===== config.mk =====
export PLATFORM = sky130hd
export DESIGN_NAME = proximity_zone_beeper
export DESIGN_NICKNAME = d
export VERILOG_FILES = /design/src/rtl/pzb_pkg.sv /design/src/rtl/pzb_cfg_regs.sv /design/src/rtl/pzb_zone_eval.sv /design/src/rtl/proximity_zone_beeper.sv
export SDC_FILE = /design/constraint.sdc
export NUM_CORES = 1
export LEC_CHECK = 0
export BUFFER_PORTS_ARGS = -buffer_cell sky130_fd_sc_hd__buf_2
export CORE_MARGIN = 5
export CORE_UTILIZATION = 50
export CTS_CLUSTER_DIAMETER = 200
export DETAILED_ROUTE_END_ITERATION = 7
export PLACE_DENSITY_LB_ADDON = 0.08
export SYNTH_ARGS = -nofsm -noshare
export SYNTH_HDL_FRONTEND = slang
export SYNTH_HIERARCHICAL = 1
export SYNTH_SLANG_ARGS = --single-unit

===== constraint.sdc =====
create_clock -name clk_i -period 14.05 [get_ports clk_i]
set_input_delay 0 -clock clk_i [delete_from_list [all_inputs] [get_ports clk_i]]
set_output_delay 0 -clock clk_i [all_outputs]
set_load 0.02 [all_outputs]

===== src/rtl/pzb_pkg.sv =====
// Shared types and constants for the proximity zone beeper.
// Holds the beat payload structs, zone codes, register indexes and reset values.
// No dependencies.
package pzb_pkg;

  localparam int unsigned CfgDataW = 48;
  localparam int unsigned CfgIdxW  = 3;

  typedef enum logic [2:0] {
    ZN_SAFE     = 3'd0,
    ZN_WARNING  = 3'd1,
    ZN_CAUTION  = 3'd2,
    ZN_DANGER   = 3'd3,
    ZN_CRITICAL = 3'd4
  } pzb_zone_e;

  typedef enum logic [CfgIdxW-1:0] {
    CFG_SAFE_THR    = 3'd0,
    CFG_WARNING_THR = 3'd1,
    CFG_CAUTION_THR = 3'd2,
    CFG_DANGER_THR  = 3'd3,
    CFG_WARNING_PAT = 3'd4,
    CFG_CAUTION_PAT = 3'd5,
    CFG_DANGER_PAT  = 3'd6,
    CFG_CRIT_FREQ   = 3'd7
  } pzb_cfg_idx_e;

  typedef struct packed {
    logic [15:0] beep_period;
    logic [15:0] beep_len;
    logic [15:0] frequency;
  } pzb_pattern_t;

  typedef struct packed {
    logic [15:0]  safe_threshold;
    logic [15:0]  warning_threshold;
    logic [15:0]  caution_threshold;
    logic [15:0]  danger_threshold;
    pzb_pattern_t warning_pattern;
    pzb_pattern_t caution_pattern;
    pzb_pattern_t danger_pattern;
    logic [15:0]  critical_frequency;
  } pzb_cfg_t;

  typedef struct packed {
    logic [15:0] distance;
    logic        sample_valid;
    logic [31:0] now_ms;
  } pzb_in_t;

  typedef struct packed {
    logic [15:0] tone_frequency;
    logic        tone_on;
    pzb_zone_e   zone;
  } pzb_out_t;

  typedef struct packed {
    pzb_zone_e   zone;
    logic [31:0] last_toggle_ms;
    logic        beeper_on;
  } pzb_state_t;

  localparam logic [15:0]  SafeThrRst    = 16'd800;
  localparam logic [15:0]  WarningThrRst = 16'd480;
  localparam logic [15:0]  CautionThrRst = 16'd240;
  localparam logic [15:0]  DangerThrRst  = 16'd80;
  localparam pzb_pattern_t WarningPatRst = '{16'd1000, 16'd100, 16'd500};
  localparam pzb_pattern_t CautionPatRst = '{16'd500, 16'd100, 16'd1000};
  localparam pzb_pattern_t DangerPatRst  = '{16'd250, 16'd80, 16'd1500};
  localparam logic [15:0]  CritFreqRst   = 16'd2000;

endpackage


===== src/rtl/pzb_cfg_regs.sv =====
// Configuration register file for the proximity zone beeper.
// Depends on pzb_pkg for the register indexes, reset values and pzb_cfg_t.
module pzb_cfg_regs
  import pzb_pkg::*;
(
  input  logic                clk_i,
  input  logic                rst_ni,
  input  logic                cfg_we_i,
  input  logic [CfgIdxW-1:0]  cfg_idx_i,
  input  logic [CfgDataW-1:0] cfg_data_i,
  output pzb_cfg_t            cfg_o
);

  pzb_cfg_t cfg_q;

  always_ff @(posedge clk_i or negedge rst_ni) begin
    if (!rst_ni) begin
      cfg_q.safe_threshold     <= SafeThrRst;
      cfg_q.warning_threshold  <= WarningThrRst;
      cfg_q.caution_threshold  <= CautionThrRst;
      cfg_q.danger_threshold   <= DangerThrRst;
      cfg_q.warning_pattern    <= WarningPatRst;
      cfg_q.caution_pattern    <= CautionPatRst;
      cfg_q.danger_pattern     <= DangerPatRst;
      cfg_q.critical_frequency <= CritFreqRst;
    end else if (cfg_we_i) begin
      case (pzb_cfg_idx_e'(cfg_idx_i))
        CFG_SAFE_THR:    cfg_q.safe_threshold     <= cfg_data_i[15:0];
        CFG_WARNING_THR: cfg_q.warning_threshold  <= cfg_data_i[15:0];
        CFG_CAUTION_THR: cfg_q.caution_threshold  <= cfg_data_i[15:0];
        CFG_DANGER_THR:  cfg_q.danger_threshold   <= cfg_data_i[15:0];
        CFG_WARNING_PAT: cfg_q.warning_pattern    <= pzb_pattern_t'(cfg_data_i);
        CFG_CAUTION_PAT: cfg_q.caution_pattern    <= pzb_pattern_t'(cfg_data_i);
        CFG_DANGER_PAT:  cfg_q.danger_pattern     <= pzb_pattern_t'(cfg_data_i);
        CFG_CRIT_FREQ:   cfg_q.critical_frequency <= cfg_data_i[15:0];
        default: ;
      endcase
    end
  end

  assign cfg_o = cfg_q;

endmodule


===== src/rtl/pzb_zone_eval.sv =====
// Per-poll decision logic: zone classing, beep timing and next state.
// Purely combinational; depends on pzb_pkg for the payload and state types.
module pzb_zone_eval
  import pzb_pkg::*;
(
  input  pzb_cfg_t   cfg_i,
  input  pzb_in_t    poll_i,
  input  pzb_state_t state_i,
  output pzb_state_t state_o,
  output logic       emit_o,
  output pzb_out_t   result_o
);

  pzb_zone_e    zone;
  logic         zone_change;
  logic [31:0]  eff_last;
  logic         eff_on;
  pzb_pattern_t pat;
  logic [31:0]  elapsed;
  logic         period_met;
  logic         duration_met;

  // first threshold exceeded wins, whatever the ordering of the thresholds
  always_comb begin
    if (poll_i.distance > cfg_i.safe_threshold) begin
      zone = ZN_SAFE;
    end else if (poll_i.distance > cfg_i.warning_threshold) begin
      zone = ZN_WARNING;
    end else if (poll_i.distance > cfg_i.caution_threshold) begin
      zone = ZN_CAUTION;
    end else if (poll_i.distance > cfg_i.danger_threshold) begin
      zone = ZN_DANGER;
    end else begin
      zone = ZN_CRITICAL;
    end
  end

  assign zone_change = (zone != state_i.zone);
  assign eff_last    = zone_change ? poll_i.now_ms : state_i.last_toggle_ms;
  assign eff_on      = zone_change ? 1'b0 : state_i.beeper_on;

  always_comb begin
    case (zone)
      ZN_WARNING: pat = cfg_i.warning_pattern;
      ZN_CAUTION: pat = cfg_i.caution_pattern;
      default:    pat = cfg_i.danger_pattern;
    endcase
  end

  // elapsed time wraps modulo 2^32
  assign elapsed      = poll_i.now_ms - eff_last;
  assign period_met   = (elapsed >= {16'd0, pat.beep_period});
  assign duration_met = (elapsed >= {16'd0, pat.beep_len});

  always_comb begin
    state_o                 = state_i;
    emit_o                  = 1'b0;
    result_o.tone_frequency = 16'd0;
    result_o.tone_on        = 1'b0;
    result_o.zone           = zone;
    if (poll_i.sample_valid) begin
      state_o.zone           = zone;
      state_o.last_toggle_ms = eff_last;
      state_o.beeper_on      = eff_on;
      case (zone)
        ZN_CRITICAL: begin
          emit_o                  = 1'b1;
          result_o.tone_frequency = cfg_i.critical_frequency;
          result_o.tone_on        = 1'b1;
        end
        ZN_SAFE: begin
          emit_o = 1'b1;
        end
        default: begin
          if (!eff_on && period_met) begin
            emit_o                  = 1'b1;
            result_o.tone_frequency = pat.frequency;
            result_o.tone_on        = 1'b1;
            state_o.beeper_on       = 1'b1;
            state_o.last_toggle_ms  = poll_i.now_ms;
          end else if (eff_on && duration_met) begin
            emit_o            = 1'b1;
            state_o.beeper_on = 1'b0;
          end
        end
      endcase
    end
  end

endmodule


===== src/rtl/proximity_zone_beeper.sv =====
// Proximity zone beeper: takes one distance poll per cycle when not stalled and
// produces at most one buzzer command per poll. A poll is captured in an input
// register, decided by the zone logic against the registered zone state and lands
// in the result register once the result slot is free or being drained. The block
// sustains one poll per clock while the output is not stalled; the zone state
// (zone, last toggle time, beeper flag) is updated as each poll is consumed. Polls
// that produce no result still pass through the input register.
// Depends on pzb_pkg, pzb_cfg_regs and pzb_zone_eval.
module proximity_zone_beeper
  import pzb_pkg::*;
(
  input  logic                clk_i,
  input  logic                rst_ni,
  input  logic                cfg_we_i,
  input  logic [CfgIdxW-1:0]  cfg_idx_i,
  input  logic [CfgDataW-1:0] cfg_data_i,
  input  logic                in_valid_i,
  output logic                in_stall_o,
  input  pzb_in_t             in_data_i,
  output logic                out_valid_o,
  input  logic                out_stall_i,
  output pzb_out_t            out_data_o
);

  pzb_cfg_t   cfg;
  pzb_in_t    in_data_q;
  logic       in_valid_q;
  pzb_state_t state_q;
  pzb_state_t state_d;
  logic       emit;
  pzb_out_t   result;
  logic       out_valid_q;
  pzb_out_t   out_data_q;
  logic       advance;

  pzb_cfg_regs u_cfg (
    .clk_i      (clk_i),
    .rst_ni     (rst_ni),
    .cfg_we_i   (cfg_we_i),
    .cfg_idx_i  (cfg_idx_i),
    .cfg_data_i (cfg_data_i),
    .cfg_o      (cfg)
  );

  pzb_zone_eval u_eval (
    .cfg_i    (cfg),
    .poll_i   (in_data_q),
    .state_i  (state_q),
    .state_o  (state_d),
    .emit_o   (emit),
    .result_o (result)
  );

  // the held beat moves on whenever the result slot is free or being drained
  assign advance    = !out_valid_q || !out_stall_i;
  assign in_stall_o = in_valid_q && !advance;

  always_ff @(posedge clk_i or negedge rst_ni) begin
    if (!rst_ni) begin
      in_valid_q <= 1'b0;
    end else if (!in_stall_o) begin
      in_valid_q <= in_valid_i;
    end
  end

  always_ff @(posedge clk_i) begin
    if (!in_stall_o && in_valid_i) begin
      in_data_q <= in_data_i;
    end
  end

  always_ff @(posedge clk_i or negedge rst_ni) begin
    if (!rst_ni) begin
      state_q.zone           <= ZN_SAFE;
      state_q.last_toggle_ms <= 32'd0;
      state_q.beeper_on      <= 1'b0;
      out_valid_q            <= 1'b0;
    end else if (advance) begin
      out_valid_q <= in_valid_q && emit;
      if (in_valid_q) begin
        state_q <= state_d;
      end
    end
  end

  always_ff @(posedge clk_i) begin
    if (advance && in_valid_q && emit) begin
      out_data_q <= result;
    end
  end

  assign out_valid_o = out_valid_q;
  assign out_data_o  = out_data_q;

  a_off_is_silent: assert property (@(posedge clk_i) disable iff (!rst_ni)
    out_valid_o && !out_data_o.tone_on |-> out_data_o.tone_frequency == 16'd0)
    else $error("silent result carries a nonzero frequency");

  a_beeper_middle_zone: assert property (@(posedge clk_i) disable iff (!rst_ni)
    state_q.beeper_on |-> state_q.zone != ZN_SAFE && state_q.zone != ZN_CRITICAL)
    else $error("beeper flag set outside the beeping zones");

  a_critical_tone: assert property (@(posedge clk_i) disable iff (!rst_ni)
    out_valid_o && out_data_o.zone == ZN_CRITICAL |-> out_data_o.tone_on)
    else $error("critical zone result without tone");

  a_state_holds: assert property (@(posedge clk_i) disable iff (!rst_ni)
    !(advance && in_valid_q) |=> $stable(state_q))
    else $error("zone state changed without a consumed poll");

  a_stall_cause: assert property (@(posedge clk_i) disable iff (!rst_ni)
    in_stall_o |-> in_valid_q && out_valid_o && out_stall_i)
    else $error("input stalled while the pipeline could move");

endmodule


==> key figures, run 1 <==
GRT
  • GRT Resource Usage Total: between 20% and 30%
  • Vias in the first global route: between 10000 and 15000
  • Pin count of the biggest net entering global routing: 72
  • Antenna violations before repair: 0
  • Grt total ovfl: 0
  • First-pass GRT wire length: 79.3 mm

Outcome
  • Run status: finished, final reports clean

Worst setup path
  • Top delay family on crit path: compound AO/OA/AOI/OAI gates
  • Buf/Inv on CP: 2
  • FF-to-FF Start: in_data_q[42]$_DFFE_PP_
  • Crit end category: register
  • Kind of critical path: reg -> reg
  • Largest stage delay, worst path: 0.81 ns
  • Slowest-stage cell, CP: sky130_fd_sc_hd__or3b_1
  • Critical path startpoint: in_data_q[42]$_DFFE_PP_
  • Worst EP required: 14.32 ns
  • Top fanout value on the critical path: 70
  • Critical path arrival: 9.48 ns
  • CP startpoint kind: register

STA
  • Final Hold Viols: 0
  • Minimum period implied by the final worst setup slack: ~9.2 ns
  • Largest clock skew in the final design: 0.0168 ns
  • Endpoints failing setup: 0
  • Final Max Tran Viols: 0
  • Slew at the pin closest to its max-slew limit: 0.904 ns
  • Ratio of final minimum period to clock period: 65.6%
  • Upper clock frequency limit: roughly 110 MHz
  • Total Negative Setup Slacks: 0 ns
  • Setup repair after global routing missed its margin: no
  • Setup ws final: 4.84 ns
  • Rel. slew slack: 39.7%

Clocking
  • H-tree Lvls: 2
  • Clk pin slew, worst setup/hold paths: 0.06 ns
  • TritonCTS clock tree: yes
  • Deepest clock path buffer count: 3
  • Clock root cell: sky130_fd_sc_hd__clkbuf_16
  • Count of clock tree sinks: between 300 and 400
  • Clock latency reported for the late side of the worst-skew pair: 0.57 ns
  • Cts bufs inserted: 39

Final layout
  • Area taken by multi-input logic gates: 9780 µm²
  • Total number of nets in the final design: 2141
  • Area growth from synthesis to final layout: 16.9%
  • Sequential cell area in the final layout: 8710 µm²
  • Utilization after layout: 58.7%
  • # fillers: 3233
  • Final standard cell area without fillers: approximately 23000 µm²
  • Share of cells above drive strength 1: 28.0%
  • Finished Layout Cells: 2454
  • N_diodes: 0

Yosys
  • Syn Std Cell Area: between 15000 and 20000 µm²
  • Number of warnings printed during yosys synthesis: 6
  • Sequential fraction of the synthesis area: 45.1%
  • Total of flip-flops plus latches after synthesis: 331
  • Most used standard cells in the synthesized netlist: sky130_fd_sc_hd__mux2_2, sky130_fd_sc_hd__dfrtp_1, sky130_fd_sc_hd__nand2_1
  • Leading cell types by total area after synthesis: sky130_fd_sc_hd__dfrtp_1, sky130_fd_sc_hd__mux2_2, sky130_fd_sc_hd__edfxtp_1
  • Yosys top cell area share: between 20% and 30%
  • EDFF count, synth: 69
  • Proportion of register bits with asynchronous set or reset after synthesis: 79.2%
  • Count of different cell masters after synthesis: 83
  • Avg Cell Area, Syn: 11.3 µm²
  • Prevailing post-synth register cell: sky130_fd_sc_hd__dfrtp_1
  • Post-synth net total: 1942
  • Post-Synthesis Cells: roughly 1700
  • Most numerous cell in the Yosys netlist: sky130_fd_sc_hd__mux2_2
  • Dominant cell type by area after synthesis: sky130_fd_sc_hd__dfrtp_1

Floorplanning
  • Overall die area: 42600 µm²
  • Height of the chip: 207 µm
  • Initial cell density of the core: 50.2%
  • Core Rows: 72
  • Core outline area: 38500 µm²
  • Width of the chip: 207 µm
  • I/O Pins: 127

Placed design
  • Worst-case setup slack after placement: roughly 5 ns
  • Final HPWL from detailed placement: approximately 33 mm
  • Final Wtd Congestion: 0.959
  • Number of placed cells counting well taps: 2280
  • # port buffers: roughly 130
  • Post-DP Area: 20200 µm²

Detailed routing
  • Total wirelength of the detailed-routed design: 49.6 mm
  • Detailed-route wire length per cell: 20.2 µm
  • Vias post-DR: 14000
  • DRT Pass-1 Iters: 5
  • Remaining number of nets flagged by the antenna check after routing: 0
  • Number of vias per cell: 5.71
  • Iter 0 DRT Violations: 700
  • DR DRC count: 0

Power and ir drop
  • Maximum vdd ir drop: 0.147 mV
  • Leak pwr: 9.98 nW
  • P per Cell Area: 210 nW/µm²

Min path
  • Hold crit path type: in -> reg
  • Worst Hold Launch: in_data_i[40]

Run
  • Count of max-cap constraint violations: 0
worst paths after layout:
kind / cells after the start / end / slack, ns
max: 32 / out_data_o[6]$_DFFE_PP_ / 4.84
min: 2 / in_data_q[40]$_DFFE_PP_ / 0.15
max reg2reg: 32 / out_data_o[6]$_DFFE_PP_ / 4.84
min reg2reg: 1 / u_cfg/cfg_o[141]$_DFFE_PN0P_ / 0.49
max in group asynchronous: 5 / u_cfg/cfg_o[179]$_DFFE_PN0P_ / 11.53
min in group asynchronous: 3 / state_q[26]$_DFFE_PN0P_ / 0.50
through the flow:
stage	hold slack, ns	power [mW]
2_1_floorplan	-0.296	3.08
3_3_place_gp	-0.0195	3.64
3_5_place_dp	-0.0212	3.69
4_1_cts	0.111	4.77
5_1_grt	0.130	5.10
6_report	0.145	4.74
sequential cells by signal (all words and copies together), names as in the netlist:
register / cells
u_cfg/cfg_o: 224
in_data_q: 49
state_q: 36
out_data_o: 20
in_valid_q: 1
out_valid_o: 1
layer usage:
layer,part of all wire [%],track usage (%),vias up,wire (µm)
met5,0,0,-,0
met1,43,29.6,7003,21400
li1,-,-,6694,-
met3,3.2,3.17,64,1590
met4,2.7,7.72,0,1350
met2,51,41.8,250,25300
cell usage in the layout (no fill, tap or decap), types with 7 or more instances in the layout:
| cell type | instances |
|---|---|
| sky130_fd_sc_hd__mux2_2 | 199 |
| sky130_fd_sc_hd__dfrtp_1 | 198 |
| sky130_fd_sc_hd__nand2_1 | 139 |
| sky130_fd_sc_hd__ha_1 | 129 |
| sky130_fd_sc_hd__buf_2 | 125 |
| sky130_fd_sc_hd__nand3_1 | 113 |
| sky130_fd_sc_hd__dlygate4sd3_1 | 103 |
| sky130_fd_sc_hd__a21oi_1 | 102 |
| sky130_fd_sc_hd__inv_1 | 83 |
| sky130_fd_sc_hd__edfxtp_1 | 69 |
| sky130_fd_sc_hd__dfstp_2 | 64 |
| sky130_fd_sc_hd__o21ai_0 | 52 |
| sky130_fd_sc_hd__mux2_4 | 40 |
| sky130_fd_sc_hd__clkbuf_16 | 39 |
| sky130_fd_sc_hd__a21boi_0 | 33 |
| sky130_fd_sc_hd__mux2i_1 | 33 |
| sky130_fd_sc_hd__a211o_1 | 33 |
| sky130_fd_sc_hd__a22o_1 | 32 |
| sky130_fd_sc_hd__nor2_1 | 28 |
| sky130_fd_sc_hd__a21o_1 | 26 |
| sky130_fd_sc_hd__mux2_1 | 25 |
| sky130_fd_sc_hd__nand4_1 | 24 |
| sky130_fd_sc_hd__buf_4 | 19 |
| sky130_fd_sc_hd__nor3_1 | 17 |
| sky130_fd_sc_hd__o22a_1 | 14 |
| sky130_fd_sc_hd__o21a_1 | 13 |
| sky130_fd_sc_hd__clkbuf_8 | 12 |
| sky130_fd_sc_hd__xnor2_1 | 12 |
| sky130_fd_sc_hd__and2_1 | 10 |
| sky130_fd_sc_hd__nand2b_1 | 9 |
| sky130_fd_sc_hd__clkbuf_1 | 9 |
| sky130_fd_sc_hd__o21ai_2 | 9 |
| sky130_fd_sc_hd__o211ai_1 | 8 |
| sky130_fd_sc_hd__a211oi_1 | 8 |
| sky130_fd_sc_hd__nor2b_1 | 7 |
| sky130_fd_sc_hd__a31oi_1 | 7 |
area by class of cell:
type | count | share of cell area, %
inverter | 84 | 1.40
timing repair buffer | 248 | 8.04
tap | 518 | 2.87
multi-input combinational | 1202 | 43.3
sequential | 331 | 38.6
clock buffer | 60 | 5.20
clock inverter | 11 | 0.588
repair_timing:
| item | CTS | global route |
|---|---|---|
| hold endpoints to repair | 344 | 0 |
| setup buffers | 0 | 0 |
| gates resized for setup | 0 | 0 |
| endpoints found under the setup margin | 0 | 0 |
| hold buffers | 103 | 0 |
report_power, final:
| group | internal (mW) | switching (mW) |
|---|---|---|
| logic | 0.992 | 1.35 |
| registers | 1.23 | 0.139 |
| clock network | 0.616 | 0.412 |
worst register-to-register path, delay by kind of cell, from the launching register on:
family | cells | cell delay, ns
xor gates and xnor gates | 1 | 0.29
DFF | 1 | 0.50
and+or+nand+nor | 9 | 2.33
buffers and inverters | 2 | 1.10
AOI/OAI and AO/OA | 17 | 3.65
adders and majority gates | 3 | 1.02
logic make-up after synthesis:
logic type | synth area share (%)
and+or+nand+nor | 9.94
AOI/OAI and AO/OA | 13.4
DFF | 45.1
muxes | 17.9
buffers and inverters | 4.39
adders and majority gates | 8.46
xor gates and xnor gates | 0.771
(Power assumes the default switching activity.)
==> run 2: changes to the inputs <==
--- a/config.mk
+++ b/config.mk
@@ -5,6 +5,7 @@
 export SDC_FILE = /design/constraint.sdc
 export NUM_CORES = 1
 export LEC_CHECK = 0
+export ABC_AREA = 1
 export BUFFER_PORTS_ARGS = -buffer_cell sky130_fd_sc_hd__buf_2
 export CORE_MARGIN = 5
 export CORE_UTILIZATION = 50
==> constraint.sdc (replaced) <==
create_clock -name clk_i -period 9.3 [get_ports clk_i]
set_input_delay 0 -clock clk_i [delete_from_list [all_inputs] [get_ports clk_i]]
set_output_delay 0 -clock clk_i [all_outputs]
set_load 0.02 [all_outputs]
==> run 2 against run 1 <==
Compared with the run above:
- worst hold slack got worse by 0.079 ns
- clock skew grew 0.0040 ns
- design area is 1.4% lower
==> key figures, run 2 <==
STA
  • Minimum period implied by the final worst setup slack: 7.56 ns (-1.65 ns)
  • Worst hold-check slack: 0.0659 ns (-0.0794 ns)
  • Final Max Tran Viols: 0 (unchanged)
  • Slew at the pin closest to its max-slew limit: 1.20 ns (+0.300 ns)
  • Total Negative Setup Slacks: 0 ns (unchanged)
  • Rel. slew slack: 19.3% (-20 points)
  • Endpoints failing setup: 0 (unchanged)
  • Final Hold Viols: 0 (unchanged)
  • Largest clock skew in the final design: 0.0208 ns (+0.00402 ns)
  • Upper clock frequency limit: 132 MHz (+22%)
  • Setup repair after global routing missed its margin: no
  • Ratio of final minimum period to clock period: 81.3% (+16 points)
  • Setup ws final: 1.74 ns (-3.10 ns)

Power and ir drop
  • P per Cell Area: 294 nW/µm² (+40%)
  • Maximum vdd ir drop: 0.141 mV (-3.9%)
  • Total Power: 6.54 mW (+38%)
  • Leak pwr: 11.4 nW (+15%)

Clocking
  • TritonCTS clock tree: yes
  • Post-CTS setup repair buffer count: 0 (unchanged)
  • Deepest clock path buffer count: 3 (unchanged)
  • Cts bufs inserted: 39 (unchanged)
  • Clock root cell: sky130_fd_sc_hd__clkbuf_16
  • H-tree Lvls: 2 (unchanged)
  • Post-cts resize count: 0 (unchanged)
  • Clk pin slew, worst setup/hold paths: 0.06 ns (about the same)
  • Clock latency reported for the late side of the worst-skew pair: 0.58 ns (about the same)
  • Count of clock tree sinks: 331 (unchanged)

GRT
  • First-pass GRT wire length: 90.1 mm (+14%)
  • Grt total ovfl: 0 (unchanged)
  • Vias in the first global route: 16600 (+14%)
  • Pin count of the biggest net entering global routing: 155 (+120%)
  • GRT Resource Usage Total: 27.0% (+3.5 points)
  • Antenna violations before repair: 0 (unchanged)

Worst setup path
  • Buf/Inv on CP: 3 (+1)
  • Critical path depth in cells: 31 (-3.1%)
  • FF-to-FF Start: in_data_q[48]$_DFFE_PP_
  • Top delay family on crit path: simple AND/OR/NAND/NOR gates
  • Capture point of the worst path: out_data_o[11]$_DFFE_PP_
  • Critical path startpoint: in_data_q[48]$_DFFE_PP_
  • Crit end category: register
  • Slowest-stage cell, CP: sky130_fd_sc_hd__nand3_4
  • Reg2reg path depth: 31 (-3.1%)
  • CP startpoint kind: register
  • Top fanout value on the critical path: 41 (-41%)
  • Crit Reg-Reg Endpoint: out_data_o[11]$_DFFE_PP_
  • Kind of critical path: reg -> reg
  • Most numerous cell on the critical path: sky130_fd_sc_hd__nand2_1
  • Largest stage delay, worst path: 0.54 ns (-0.27 ns)
  • Critical path arrival: 7.90 ns (-1.58 ns)
  • Register-to-register setup slack: 1.74 ns (-3.10 ns)
  • Worst EP required: 9.64 ns (-4.68 ns)

Min path
  • Hold Crit Depth: 5 (+3)
  • Worst Hold Launch: cfg_idx_i[2]
  • Hold crit path type: in -> reg

Floorplanning
  • Height of the chip: 205 µm (-0.54%)
  • I/O Pins: 127 (unchanged)
  • Overall die area: 42200 µm² (-1.1%)
  • Initial cell density of the core: 50.7% (+0.49 points)
  • Width of the chip: 205 µm (-0.54%)
  • Core outline area: 37700 µm² (-2.1%)
  • Core Rows: 71 (-1.4%)

Outcome
  • Run status: finished, final reports clean

Detailed routing
  • Total wirelength of the detailed-routed design: 56.5 mm (+14%)
  • Remaining number of nets flagged by the antenna check after routing: 0 (unchanged)
  • Detailed-route wire length per cell: 17.9 µm (-11%)
  • Iter 0 DRT Violations: 1248 (+78%)
  • DRT Pass-1 Iters: 8 (+3)
  • DR DRC count: 0 (unchanged)
  • Number of vias per cell: 5.29 (-7.3%)
  • Vias post-DR: 16700 (+19%)

Final layout
  • Commonest cells after routing, fill and taps aside: sky130_fd_sc_hd__nand2_1, sky130_fd_sc_hd__dfrtp_1, sky130_fd_sc_hd__nand3_1, sky130_fd_sc_hd__inv_1, sky130_fd_sc_hd__ha_1
  • Number of flip-flops in the largest register: 224 (unchanged)
  • Commonest non-fill, non-tap cell in the layout: sky130_fd_sc_hd__nand2_1
  • Final standard cell area without fillers: 22200 µm² (-1.4%)
  • Total number of nets in the final design: 2849 (+33%)
  • Finished Layout Cells: 3156 (+29%)
  • # fillers: 3479 (+7.6%)
  • Utilization after layout: 59.1% (+0.38 points)
  • N_diodes: 0 (unchanged)
  • Area growth from synthesis to final layout: 16.6%
  • Share of cells above drive strength 1: 11.7% (-16 points)

Yosys
  • Syn Std Cell Area: 19100 µm² (-1.1%)
  • EDFF count, synth: 69 (unchanged)
  • Prevailing post-synth register cell: sky130_fd_sc_hd__dfrtp_1
  • Post-Synthesis Cells: 2437 (+43%)
  • Avg Cell Area, Syn: 7.83 µm² (-31%)
  • Adder-cell share of the synthesized area: 8.56% (+0.097 points)
  • Yosys top cell area share: 26.0% (+0.29 points)
  • Leading cell types by total area after synthesis: sky130_fd_sc_hd__dfrtp_1, sky130_fd_sc_hd__nand2_1, sky130_fd_sc_hd__edfxtp_1
  • Share of the synthesized area in compound gates (AO/OA/AOI/OAI): 7.35% (-6.1 points)
  • Synth Area in XOR/XNOR: 1.15% (+0.38 points)
  • Proportion of register bits with asynchronous set or reset after synthesis: 79.2% (unchanged)
  • Largest family of logic cells by synthesized area: simple AND/OR/NAND/NOR gates
  • Post-synth net total: 2672 (+38%)
  • Dominant cell type by area after synthesis: sky130_fd_sc_hd__dfrtp_1
  • Sequential fraction of the synthesis area: 45.6% (+0.52 points)
  • Number of warnings printed during yosys synthesis: 6 (unchanged)
  • Total of flip-flops plus latches after synthesis: 331 (unchanged)
  • Most used standard cells in the synthesized netlist: sky130_fd_sc_hd__nand2_1, sky130_fd_sc_hd__dfrtp_1, sky130_fd_sc_hd__nand3_1
  • Synthesized-area fraction occupied by and/or/nand/nor cells: 30.1% (+20 points)
  • Most numerous cell in the Yosys netlist: sky130_fd_sc_hd__nand2_1
  • Count of different cell masters after synthesis: 48 (-42%)
  • Fraction of synthesized area in multiplexers: 0% (-18 points)

Placed design
  • Final Wtd Congestion: 0.907 (-5.4%)
  • # port buffers: 126 (unchanged)
  • Number of placed cells counting well taps: 2981 (+31%)
  • Post-DP Area: 20000 µm² (-1.4%)
  • Final HPWL from detailed placement: 36.6 mm (+10%)
  • Worst-case setup slack after placement: 1.78 ns (-3.10 ns)

Run
  • Count of max-cap constraint violations: 0 (unchanged)
[run 2: area by class of cell]
cell class                 instances  area, µm²  area share (%)
inverter                         193        724            3.26
sequential                       331       8710            39.1
clock inverter                     6       73.8           0.332
multi-input combinational       1796       9050            40.7
tap                              511        639            2.87
timing repair buffer             253       1860            8.38
clock buffer                      66       1190            5.34
[run 2: how the worst min path moves through the flow]
stage | end | slack (ns)
floorplan | in_valid_q$_DFFE_PN0N_ | -0.30
global placement | state_q[22]$_DFFE_PN0P_ | 0.15
detailed placement | state_q[23]$_DFFE_PN0P_ | 0.15
CTS | u_cfg/cfg_o[180]$_DFFE_PN1P_ | 0.05
global route | u_cfg/cfg_o[180]$_DFFE_PN1P_ | 0.10
finish | u_cfg/cfg_o[180]$_DFFE_PN1P_ | 0.07
[run 2: what timing repair did]
item | 4_1_cts | 5_1_grt
hold buffers | 103 | 0
hold endpoints to repair | 360 | 0
setup endpoints to repair | 0 | 0
[run 2: logic make-up (layout without fill, tap and decap cells)]
kind of cell | Yosys count | after routing
simple gates | 1406 | 1406
flops | 331 | 331
buf+inv | 310 | 518
compound gates | 235 | 235
fa+ha+maj | 130 | 130
xor+xnor | 25 | 25
[run 2: layer usage]
metal,wire length [µm],vias up,track usage [%]
li1,-,8237,-
met1,24800,7893,36.5
met2,27200,486,45.7
met3,2830,83,3.04
met4,1650,0,8.78
met5,0,-,0
[run 2: worst reg2reg max path, delay by kind of cell, from the launching register on]
family	cells	cell delay, ns
DFF	1	0.45
and+or+nand+nor	15	2.96
adders and majority gates	4	1.45
AOI/OAI and AO/OA	8	1.80
buffers and inverters	3	0.35
xor gates and xnor gates	1	0.32
[run 2: where the power goes]
group	switching [mW]	internal, mW	leakage (nW)	total (mW)
registers	0.177	1.81	3.83	1.99
clock network	0.634	0.875	0.610	1.51
logic	1.96	1.08	7.01	3.05
total	2.77	3.77	11.4	6.54
==> run 3: changes to the inputs <==
--- a/config.mk
+++ b/config.mk
@@ -5,7 +5,7 @@
 export SDC_FILE = /design/constraint.sdc
 export NUM_CORES = 1
 export LEC_CHECK = 0
-export ABC_AREA = 1
+export ABC_AREA = 0
 export BUFFER_PORTS_ARGS = -buffer_cell sky130_fd_sc_hd__buf_2
 export CORE_MARGIN = 5
 export CORE_UTILIZATION = 50
==> constraint.sdc (replaced) <==
create_clock -name clk_i -period 7.6 [get_ports clk_i]
set_input_delay 0 -clock clk_i [delete_from_list [all_inputs] [get_ports clk_i]]
set_output_delay 0 -clock clk_i [all_outputs]
set_load 0.02 [all_outputs]
==> run 3 against run 2 <==
Compared with the run above:
- power rose by 38%
- clock power increased by 27%
- final cell count decreased by 21%
- clock skew down 0.0030 ns
- worst setup slack got worse by 1.5 ns
- worst hold slack improved by 0.014 ns
- via count fell by 16%
- global-route usage decreased by 4.1 points
- design area grew 3.2%
==> key figures, run 3 (synthesis results as in run 1) <==
Worst setup path
  • Largest stage delay, worst path: 0.53 ns (about the same)
  • Crit end category: register
  • Most numerous cell on the critical path: sky130_fd_sc_hd__nand2_1
  • Buf/Inv on CP: 4 (+1)
  • Register-to-register setup slack: 0.28 ns (-1.46 ns)
  • Reg2reg path depth: 35 (+13%)
  • FF-to-FF Start: u_cfg/cfg_o[199]$_DFFE_PN1P_
  • Worst EP required: 8.03 ns (-1.61 ns)
  • Top fanout value on the critical path: 18 (-56%)
  • CP startpoint kind: register
  • Kind of critical path: reg -> reg
  • Top delay family on crit path: compound AO/OA/AOI/OAI gates
  • Critical path arrival: 7.75 ns (-0.15 ns)
  • Crit Reg-Reg Endpoint: state_q[24]$_DFFE_PN0P_
  • Slowest-stage cell, CP: sky130_fd_sc_hd__dfstp_2

Final layout
  • Utilization after layout: 59.7% (+0.60 points)
  • Number of flip-flops in the largest register: 224 (unchanged)
  • Share of cells above drive strength 1: 29.5% (+18 points)
  • # fillers: 3217 (-7.5%)
  • Commonest cells after routing, fill and taps aside: sky130_fd_sc_hd__mux2_2, sky130_fd_sc_hd__dfrtp_1, sky130_fd_sc_hd__nand2_1, sky130_fd_sc_hd__ha_1, sky130_fd_sc_hd__buf_2
  • N_diodes: 0 (unchanged)
  • Commonest non-fill, non-tap cell in the layout: sky130_fd_sc_hd__mux2_2
  • Finished Layout Cells: 2482 (-21%)
  • Area growth from synthesis to final layout: 18.9%
  • Sequential cell area in the final layout: 8710 µm² (unchanged)
  • Final standard cell area without fillers: 23000 µm² (+3.2%)
  • Total number of nets in the final design: 2169 (-24%)
  • Area taken by multi-input logic gates: 9860 µm² (+9.0%)

Run
  • Count of max-cap constraint violations: 0 (unchanged)

STA
  • Worst hold-check slack: 0.0796 ns (+0.0136 ns)
  • Largest clock skew in the final design: 0.0177 ns (-0.00305 ns)
  • Setup ws final: 0.279 ns (-1.46 ns)
  • Final Hold Viols: 0 (unchanged)
  • Final Max Tran Viols: 0 (unchanged)
  • Endpoints failing setup: 0 (unchanged)
  • Rel. slew slack: 29.9% (+11 points)
  • Setup repair after global routing missed its margin: no
  • Slew at the pin closest to its max-slew limit: 1.05 ns (-0.152 ns)
  • Upper clock frequency limit: 137 MHz (+3.3%)
  • Ratio of final minimum period to clock period: 96.3% (+15 points)
  • Minimum period implied by the final worst setup slack: 7.32 ns (-0.242 ns)
  • Total Negative Setup Slacks: 0 ns (unchanged)

Clocking
  • Deepest clock path buffer count: 3 (unchanged)
  • TritonCTS clock tree: yes
  • Clock root cell: sky130_fd_sc_hd__clkbuf_16
  • Clk pin slew, worst setup/hold paths: 0.06 ns (about the same)
  • Cts bufs inserted: 38 (-2.6%)
  • H-tree Lvls: 2 (unchanged)
  • Clock latency reported for the late side of the worst-skew pair: 0.56 ns (-0.02 ns)
  • Count of clock tree sinks: 331 (unchanged)

Detailed routing
  • Number of vias per cell: 5.67 (+7.1%)
  • Total wirelength of the detailed-routed design: 48.6 mm (-14%)
  • Vias post-DR: 14100 (-16%)
  • Remaining number of nets flagged by the antenna check after routing: 0 (unchanged)
  • DR DRC count: 0 (unchanged)
  • DRT Pass-1 Iters: 5 (-3)
  • Detailed-route wire length per cell: 19.6 µm (+9.4%)
  • Iter 0 DRT Violations: 697 (-44%)

Floorplanning
  • I/O Pins: 127 (unchanged)
  • Core Rows: 72 (+1.4%)
  • Height of the chip: 207 µm (+0.55%)
  • Initial cell density of the core: 50.2% (-0.49 points)
  • Core outline area: 38500 µm² (+2.1%)
  • Width of the chip: 207 µm (+0.55%)
  • Overall die area: 42600 µm² (+1.1%)

Placed design
  • Post-DP Area: 20500 µm² (+2.6%)
  • Number of placed cells counting well taps: 2304 (-23%)
  • Worst-case setup slack after placement: 0.0991 ns (-1.68 ns)
  • Final HPWL from detailed placement: 32.8 mm (-10%)
  • # port buffers: 126 (unchanged)
  • Final Wtd Congestion: 0.901 (-0.69%)

GRT
  • Vias in the first global route: 14700 (-11%)
  • Grt total ovfl: 0 (unchanged)
  • Antenna violations before repair: 0 (unchanged)
  • Pin count of the biggest net entering global routing: 108 (-30%)
  • GRT Resource Usage Total: 22.9% (-4.1 points)
  • First-pass GRT wire length: 78.0 mm (-13%)

Power and ir drop
  • Total Power: 9.00 mW (+38%)
  • P per Cell Area: 392 nW/µm² (+33%)
  • Int Pwr: 5.47 mW (+45%)
  • Share of total power in the clock network: 21.4% (-1.7 points)
  • Leak pwr: 10.2 nW (-11%)
  • Switching pwr: 3.53 mW (+27%)
  • Maximum vdd ir drop: 0.190 mV (+34%)
  • Power share of the combinational group: 50.5% (+4.0 points)
  • Sequential Power Share: 28.1% (-2.3 points)
  • Net switching fraction of the power: 39.2% (-3.2 points)

Outcome
  • Run status: finished, final reports clean

Min path
  • Hold crit path type: in -> async
-- run 3: changes by cell type in the layout (fill, tap and decap cells not counted), moves of 20 or more --
| cell | previous run | this run |
|---|---|---|
| sky130_fd_sc_hd__nand4_1 | 45 | 24 |
| sky130_fd_sc_hd__mux2_4 | 0 | 40 |
| sky130_fd_sc_hd__nand2_1 | 1062 | 139 |
| sky130_fd_sc_hd__a211o_1 | 0 | 33 |
| sky130_fd_sc_hd__mux2_2 | 0 | 199 |
| sky130_fd_sc_hd__mux2i_1 | 0 | 33 |
| sky130_fd_sc_hd__a21boi_0 | 0 | 28 |
| sky130_fd_sc_hd__buf_4 | 23 | 43 |
| sky130_fd_sc_hd__nand3_1 | 186 | 113 |
| sky130_fd_sc_hd__nor2_1 | 66 | 27 |
| sky130_fd_sc_hd__inv_1 | 184 | 83 |
| sky130_fd_sc_hd__mux2_1 | 0 | 25 |
| sky130_fd_sc_hd__a21o_1 | 5 | 26 |
-- run 3: power groups by stage --
stage / clock network [mW] / logic, mW / registers [mW]
global placement: 0 / 4.28 / 2.54
CTS: 1.99 / 4.43 / 2.53
global route: 2.05 / 5.07 / 2.58
finish: 1.92 / 4.55 / 2.53
detailed placement: 0 / 4.37 / 2.55
floorplan: 0 / 3.19 / 2.50
-- run 3: cell type report --
cell class / instances / share of cell area (%)
Clock buffer: 53 / 4.70
Multi-Input combinational cell: 1202 / 43.0
Sequential cell: 331 / 37.9
Tap cell: 518 / 2.82
Clock inverter: 17 / 0.981
Inverter: 84 / 1.37
Timing Repair Buffer: 277 / 9.20
-- run 3: worst max-delay path by stage --
stage / startpoint / endpoint / slack (ns) / cells after the start
2_1_floorplan: u_cfg/cfg_o[199]$_DFFE_PN1P_ / out_data_o[0]$_DFFE_PP_ / 0.14 / 30
4_1_cts: in_data_q[44]$_DFFE_PP_ / state_q[24]$_DFFE_PN0P_ / 0.04 / 31
3_3_place_gp: in_data_q[44]$_DFFE_PP_ / state_q[13]$_DFFE_PN0P_ / 0.19 / 27
3_5_place_dp: in_data_q[44]$_DFFE_PP_ / state_q[12]$_DFFE_PN0P_ / 0.1 / 31
6_report: u_cfg/cfg_o[199]$_DFFE_PN1P_ / state_q[24]$_DFFE_PN0P_ / 0.28 / 35
5_1_grt: u_cfg/cfg_o[199]$_DFFE_PN1P_ / state_q[25]$_DFFE_PN0P_ / 0.01 / 35
-- run 3: repair_timing --
action	in CTS	in global routing
hold buffers	101	0
endpoints found under the hold margin	370	0
setup buffers	0	6
gates resized for setup	0	24
endpoints found under the setup margin	0	70
-- run 3: metal layers --
| metal | track usage, % | vias to the layer above | share of wire [%] |
|---|---|---|---|
| li1 | - | 6754 | - |
| met1 | 29.2 | 6954 | 43 |
| met2 | 40.2 | 270 | 51 |
| met3 | 3.78 | 85 | 3.7 |
| met4 | 7.11 | 0 | 2.7 |
| met5 | 0 | - | 0 |
